### src/line_of_sight_angles_core_defines.svh
// assertion macros for the line of sight angles core
// no dependencies; included by the top level
`ifndef LINE_OF_SIGHT_ANGLES_CORE_DEFINES_SVH
`define LINE_OF_SIGHT_ANGLES_CORE_DEFINES_SVH

// same-cycle implication, checked out of reset
`define LOSA_ASSERT_IMPLY(label, clk, rst_n, ante, cons, msg) \
    label: assert property (@(posedge clk) disable iff (!rst_n) (ante) |-> (cons)) \
        else $error(msg);

// next-cycle implication, checked out of reset
`define LOSA_ASSERT_NEXT(label, clk, rst_n, ante, cons, msg) \
    label: assert property (@(posedge clk) disable iff (!rst_n) (ante) |=> (cons)) \
        else $error(msg);

`endif

### src/losa_pkg.sv
// shared types and constants for the line of sight angles core
// no dependencies
package losa_pkg;

    localparam int CORDIC_STAGES_DEF = 16;
    localparam int ATAN_TAB_LEN      = 24;
    localparam int ANGLE_W           = 16;
    localparam int ACC_W             = 32;
    localparam int CFG_IDX_W         = 3;
    localparam int CFG_DATA_W        = 48;

    // quarter turn (pi/2) as a binary angle
    localparam logic signed [ANGLE_W-1:0] QUARTER_TURN = 16'sd16384;

    // atan(2^-i), 2^32 is one full turn
    localparam logic [ACC_W-1:0] ATAN_TAB [ATAN_TAB_LEN] = '{
        32'h20000000, 32'h12E4051E, 32'h09FB385B, 32'h051111D4,
        32'h028B0D43, 32'h0145D7E1, 32'h00A2F61E, 32'h00517C55,
        32'h0028BE53, 32'h00145F2F, 32'h000A2F98, 32'h000517CC,
        32'h00028BE6, 32'h000145F3, 32'h0000A2FA, 32'h0000517D,
        32'h000028BE, 32'h0000145F, 32'h00000A30, 32'h00000518,
        32'h0000028C, 32'h00000146, 32'h000000A3, 32'h00000051
    };

    typedef enum logic [CFG_IDX_W-1:0] {
        CFG_POS_X = 3'd0,
        CFG_POS_Y = 3'd1,
        CFG_POS_Z = 3'd2,
        CFG_ROW0  = 3'd3,
        CFG_ROW1  = 3'd4,
        CFG_ROW2  = 3'd5
    } cfg_index_t;

    typedef struct packed {
        logic signed [31:0] target_x;
        logic signed [31:0] target_y;
        logic signed [31:0] target_z;
    } target_t;

    typedef struct packed {
        logic signed [ANGLE_W-1:0] azimuth;
        logic signed [ANGLE_W-1:0] elevation;
        logic                      degenerate;
    } angles_t;

    // round a full-turn accumulator to a 16 bit binary angle
    function automatic logic [ANGLE_W-1:0] round16(input logic [ACC_W-1:0] acc);
        logic [ACC_W-1:0] sum;
        sum = acc + 32'h0000_8000;
        return sum[ACC_W-1:ACC_W-ANGLE_W];
    endfunction

endpackage

### src/losa_cordic.sv
// pipelined vectoring cordic, one rotation per register stage
// depends on losa_pkg
module losa_cordic #(
    parameter int W      = 32,
    parameter int STAGES = 16,
    parameter int TAG_W  = 1
) (
    input  logic                     clk,
    input  logic                     rst_n,
    input  logic                     en,
    input  logic                     in_valid,
    input  logic signed [W-1:0]      x,
    input  logic signed [W-1:0]      y,
    input  logic [TAG_W-1:0]         tag,
    output logic                     out_valid,
    output logic [losa_pkg::ACC_W-1:0] acc,
    output logic [TAG_W-1:0]         out_tag
);
    import losa_pkg::*;

    localparam int IW = W + 2;

    logic signed [IW-1:0] x_reg [0:STAGES];
    logic signed [IW-1:0] y_reg [0:STAGES];
    logic [ACC_W-1:0]     a_reg [0:STAGES];
    logic                 z_reg [0:STAGES];
    logic [TAG_W-1:0]     t_reg [0:STAGES];
    logic                 v_reg [0:STAGES];

    logic signed [IW-1:0] xw;
    logic signed [IW-1:0] yw;

    assign xw = IW'(x);
    assign yw = IW'(y);

    // prerotate by a half turn for the left half plane
    always_ff @(posedge clk or negedge rst_n)
    begin
        if (!rst_n)
            v_reg[0] <= 1'b0;
        else if (en)
            v_reg[0] <= in_valid;
    end

    always_ff @(posedge clk)
    begin
        if (en)
        begin
            z_reg[0] <= (x == '0) && (y == '0);
            t_reg[0] <= tag;
            if (x[W-1])
            begin
                x_reg[0] <= -xw;
                y_reg[0] <= -yw;
                a_reg[0] <= 32'h8000_0000;
            end
            else
            begin
                x_reg[0] <= xw;
                y_reg[0] <= yw;
                a_reg[0] <= '0;
            end
        end
    end

    for (genvar k = 1; k <= STAGES; k++)
    begin : g_stage
        logic signed [IW-1:0] xs;
        logic signed [IW-1:0] ys;

        assign xs = x_reg[k-1] >>> (k - 1);
        assign ys = y_reg[k-1] >>> (k - 1);

        always_ff @(posedge clk or negedge rst_n)
        begin
            if (!rst_n)
                v_reg[k] <= 1'b0;
            else if (en)
                v_reg[k] <= v_reg[k-1];
        end

        always_ff @(posedge clk)
        begin
            if (en)
            begin
                z_reg[k] <= z_reg[k-1];
                t_reg[k] <= t_reg[k-1];
                if (!y_reg[k-1][IW-1])
                begin
                    x_reg[k] <= x_reg[k-1] + ys;
                    y_reg[k] <= y_reg[k-1] - xs;
                    a_reg[k] <= a_reg[k-1] + ATAN_TAB[k-1];
                end
                else
                begin
                    x_reg[k] <= x_reg[k-1] - ys;
                    y_reg[k] <= y_reg[k-1] + xs;
                    a_reg[k] <= a_reg[k-1] - ATAN_TAB[k-1];
                end
            end
        end
    end

    assign out_valid = v_reg[STAGES];
    assign acc       = z_reg[STAGES] ? '0 : a_reg[STAGES];
    assign out_tag   = t_reg[STAGES];

endmodule

### config.mk
export PLATFORM = sky130hd
export DESIGN_NAME = losa_cordic
export DESIGN_NICKNAME = d
export VERILOG_FILES = /design/src/line_of_sight_angles_core_defines.svh /design/src/losa_pkg.sv /design/src/losa_cordic.sv
export SDC_FILE = /design/constraint.sdc
export NUM_CORES = 2
export LEC_CHECK = 0
export ABC_CLOCK_PERIOD_IN_PS = 5500
export BUFFER_PORTS_ARGS = -buffer_cell sky130_fd_sc_hd__buf_2
export CAP_MARGIN = 10
export CORE_MARGIN = 3
export CORE_UTILIZATION = 45
export DETAILED_ROUTE_END_ITERATION = 10
export HOLD_SLACK_MARGIN = 0.08
export PLACE_DENSITY = 0.67
export RECOVER_POWER = 25
export SLEW_MARGIN = 20
export SYNTH_ARGS = -nofsm -noshare
export SYNTH_HDL_FRONTEND = slang
export SYNTH_SLANG_ARGS = --single-unit
### constraint.sdc
create_clock -name clk -period 5.5 [get_ports clk]
set_input_delay 0.275 -clock clk [delete_from_list [all_inputs] [get_ports clk]]
set_output_delay 0.275 -clock clk [all_outputs]
set_load 0.02 [all_outputs]
==> results.sh <==
export IMPL_status="finished with violations"
export IMPL_violations="max-capacitance violations, max-slew violations"
export IMPL_dr_pass1_iters=6
export IMPL_path_buf_inv=0
export IMPL_max_slew_worst_pin_slew_ps=3615
export IMPL_routed_wl_mm=317.3
export IMPL_syn2layout_area_growth_pct=9.662
export IMPL_core_area_mm2=0.2779
export IMPL_hpwl_mm=247.1
export IMPL_cap_violations=9
export IMPL_cts_path_max_buffers=4
export IMPL_vias=100000
export IMPL_cts_tree="built"
export IMPL_ys_flop_type="edfxtp_1"
export IMPL_worst_ep_required_time_ps=6090
export IMPL_netlist_area_mm2=0.1263
export IMPL_cpLargestDelayFamily="simple AND/OR/NAND/NOR gates"
export IMPL_ys_async_sr_fraction=0.01136
export IMPL_wire_per_inst_um=18.24
export IMPL_crit_type="reg2reg"
export IMPL_ys_types=90
export IMPL_viasPerCell=5.747
export IMPL_ant_nets=0
export IMPL_cts_setup_buffers=0
export IMPL_drive_gt1_frac=0.04528
export IMPL_antenna_found_initial=3
export IMPL_hold_class="in2reg"
export IMPL_max_freq_mhz=193.6
export IMPL_r2r_end="x_reg[13][32]$_DFFE_PP_"
export IMPL_yosysSeqAreaShare=0.3552
export IMPL_start_util=0.4545
export IMPL_yosys_warnings=0
export IMPL_syn_num_nets=14796
export IMPL_gp_congestion=0.9519
export IMPL_drt_initial_drc_count=7930
export IMPL_synth_edff_count=1480
export IMPL_slew_viol_final=504
export IMPL_path_cells="or3_1 > nor3_1 > nand3b_1 > or4_1 > o21ai_0 > xor2_1 > ha_1 > o21a_1 > o21ai_0 > nand2_1 > a31oi_1 > nor2b_1 > o21ai_0 > o21a_1 > o31ai_1 > a221o_1 > a21oi_1 > xnor2_1"
export IMPL_crit_fanout=9
export IMPL_die_width_um=535.8
export IMPL_cp_arrival_ps=5750
export IMPL_syn_inst=13273
export IMPL_post_route_period_util=0.9389
export IMPL_slowest_stage="or4_1"
export IMPL_grtUsageTotal=0.2140
export IMPL_r2r_slack_ps=340
export IMPL_drc=0
export IMPL_crit_cells=18
export IMPL_tns_ps=0
export IMPL_hold_viol=0
export IMPL_largest_reg_flops=511
export IMPL_cp_startpoint="y_reg[12][17]$_DFFE_PP_"
export IMPL_nFillCells=25651
export IMPL_cts_htree_levels=4
export IMPL_rsz0062_at_grt="false"
export IMPL_synth_seq_cells=1497
export IMPL_reg2regPathDepth=18
export IMPL_yosys_area_top_type_share=0.3518
export IMPL_seq_area_mm2=0.04487
export IMPL_endpoint="x_reg[13][32]$_DFFE_PP_"
export IMPL_fp_dieH_um=535.8
export IMPL_cts_buffers=179
export IMPL_numPortBuffers=101
export IMPL_grt_first_pass_wirelength_mm=507.7
export IMPL_insertion_delay_ps=860
export IMPL_layout_nets=15083
export IMPL_cp_common_cell="o21ai_0"
export IMPL_cp_start_kind="register"
export IMPL_rows=193
export IMPL_synth_top_cells_by_count="edfxtp_1 (1480), ha_1 (1414), a21oi_1 (1353)"
export IMPL_clkTransAtPathRegs_ps=60
export IMPL_slew_headroom=-1.410
export IMPL_finalSetupViolCount=0
export IMPL_grt_max_degree=183
export IMPL_skew_ps=49.96
export IMPL_gr_total_overflow=0
export IMPL_yosys_top_cells_area="edfxtp_1 (35%), ha_1 (14%), xnor2_1 (8.5%), a21oi_1 (5.4%), xor2_1 (4.7%)"
export IMPL_yosys_area_top_type="edfxtp_1"
export IMPL_clkSinkCount=1497
export IMPL_multi_input_area_mm2=0.07846
export IMPL_grt_pass1_vias=94385
export IMPL_synth_most_common_cell="edfxtp_1"
export IMPL_critPathCaptureType="register"
export IMPL_fin_crit_ps=5164
export IMPL_avgSynthCellArea_um2=9.517
export IMPL_cts_root_buf="clkbuf_16"
export IMPL_die_area_mm2=0.2871
export IMPL_slowest_delay_ps=600
export IMPL_r2r_start="y_reg[12][17]$_DFFE_PP_"
export IMPL_num_io_pins=103
## metal layers
metal	routed length, um	up-vias	global-route usage	part of all wire
met2	149300	2529	0.3614	0.47
met3	17250	438	0.02532	0.054
li1	-	49840	-	-
met5	256	-	0	0.00081
met1	142700	47191	0.2914	0.45
met4	7757	2	0.05220	0.024
## placed cells by master, fill, tap and decap left out, drive strengths merged, types with 48 or more instances in the layout
cell type and instances:
and2 48, xnor2 1223, nor2 1046, and3 113, a211oi 105, o41ai 83
a31oi 119, clkbuf 226, edfxtp 1480, a21oi 1354, o31ai 166, o21bai 157
buf 205, nand2 820, o21a 217, inv 546, o21ai 813, nor3 286
nand2b 195, nand4 94, ha 1414, nor2b 232, dlygate4sd3 122, xor2 676
a21o 661, nor4 91, o211ai 64, clkinv 82, or3 92, nand3 205
## logic make-up after synthesis
| logic type | count (synthesis) | share of synthesized area |
|---|---|---|
| AND/OR/NAND/NOR | 3412 | 0.1293 |
| XOR/XNOR | 1899 | 0.1317 |
| buffers and inverters | 796 | 0.02374 |
| AO/OA/AOI/OAI | 4136 | 0.2071 |
| flip-flops | 1497 | 0.3552 |
| other | 1 | 0.00002969 |
| adder cells (fa/ha/maj) | 1454 | 0.1464 |
| multiplexers | 78 | 0.006627 |
## final cells by class
type                    instances  area share
multi-input cells           10980      0.5664
clock inverters               114    0.008463
inverters                     548     0.01485
diodes                          4  0.00007226
flip-flops and latches       1497      0.3239
repair buffers                354     0.01965
well taps                    3705     0.03346
clock buffers                 199     0.03318
## repair_timing
item | CTS | global route
endpoints found under the setup margin | 0 | 1
endpoints found under the hold margin | 224 | 0
resized for setup | 0 | 1
hold buffers | 122 | 0
## worst register-to-register path, stage by stage (launching register included)
cell and delay (ps):
edfxtp_1 480, or3_1 440, nor3_1 530, nand3b_1 180, or4_1 600, o21ai_0 250, xor2_1 230, ha_1 320
o21a_1 200, o21ai_0 130, nand2_1 90, a31oi_1 170, nor2b_1 80, o21ai_0 230, o21a_1 170, o31ai_1 140
a221o_1 370, a21oi_1 180, xnor2_1 100
## how the worst min path moves through the flow
stage	from	to	slack, ps	depth (start not counted)
after CTS	y[0]	y_reg[0][0]$_DFFE_PP_	80	2
after detailed placement	rst_n	out_valid$_DFFE_PN0P_	210	1
final	in_valid	v_reg[16]$_DFFE_PN0P_	200	3
after global placement	rst_n	out_valid$_DFFE_PN0P_	210	1
after global routing	in_valid	v_reg[16]$_DFFE_PN0P_	180	3
after floorplan	rst_n	out_valid$_DFFE_PN0P_	-20	0
## metrics by stage
| stage | cells | instance area [um^2] | hold WS (ps) | worst slack, ps | utilization |
|---|---|---|---|---|---|
| after floorplan | 13273 | 126300 | -20.59 | 552.7 | - |
| after global placement | 16962 | 131600 | 209.5 | 362.3 | 0.4736 |
| after detailed placement | 16962 | 131600 | 214.2 | 376.7 | 0.4736 |
| after CTS | 17397 | 138600 | 82.66 | 354.9 | 0.4987 |
| after global routing | 17400 | 138500 | 177.8 | 0.3761 | 0.4984 |
| final | 17401 | 138500 | 201.5 | 335.9 | 0.4984 |
Power is left out: the tool's default activity adds up to more than one toggle a clock period on the data nets, which glitch-free logic cannot reach.
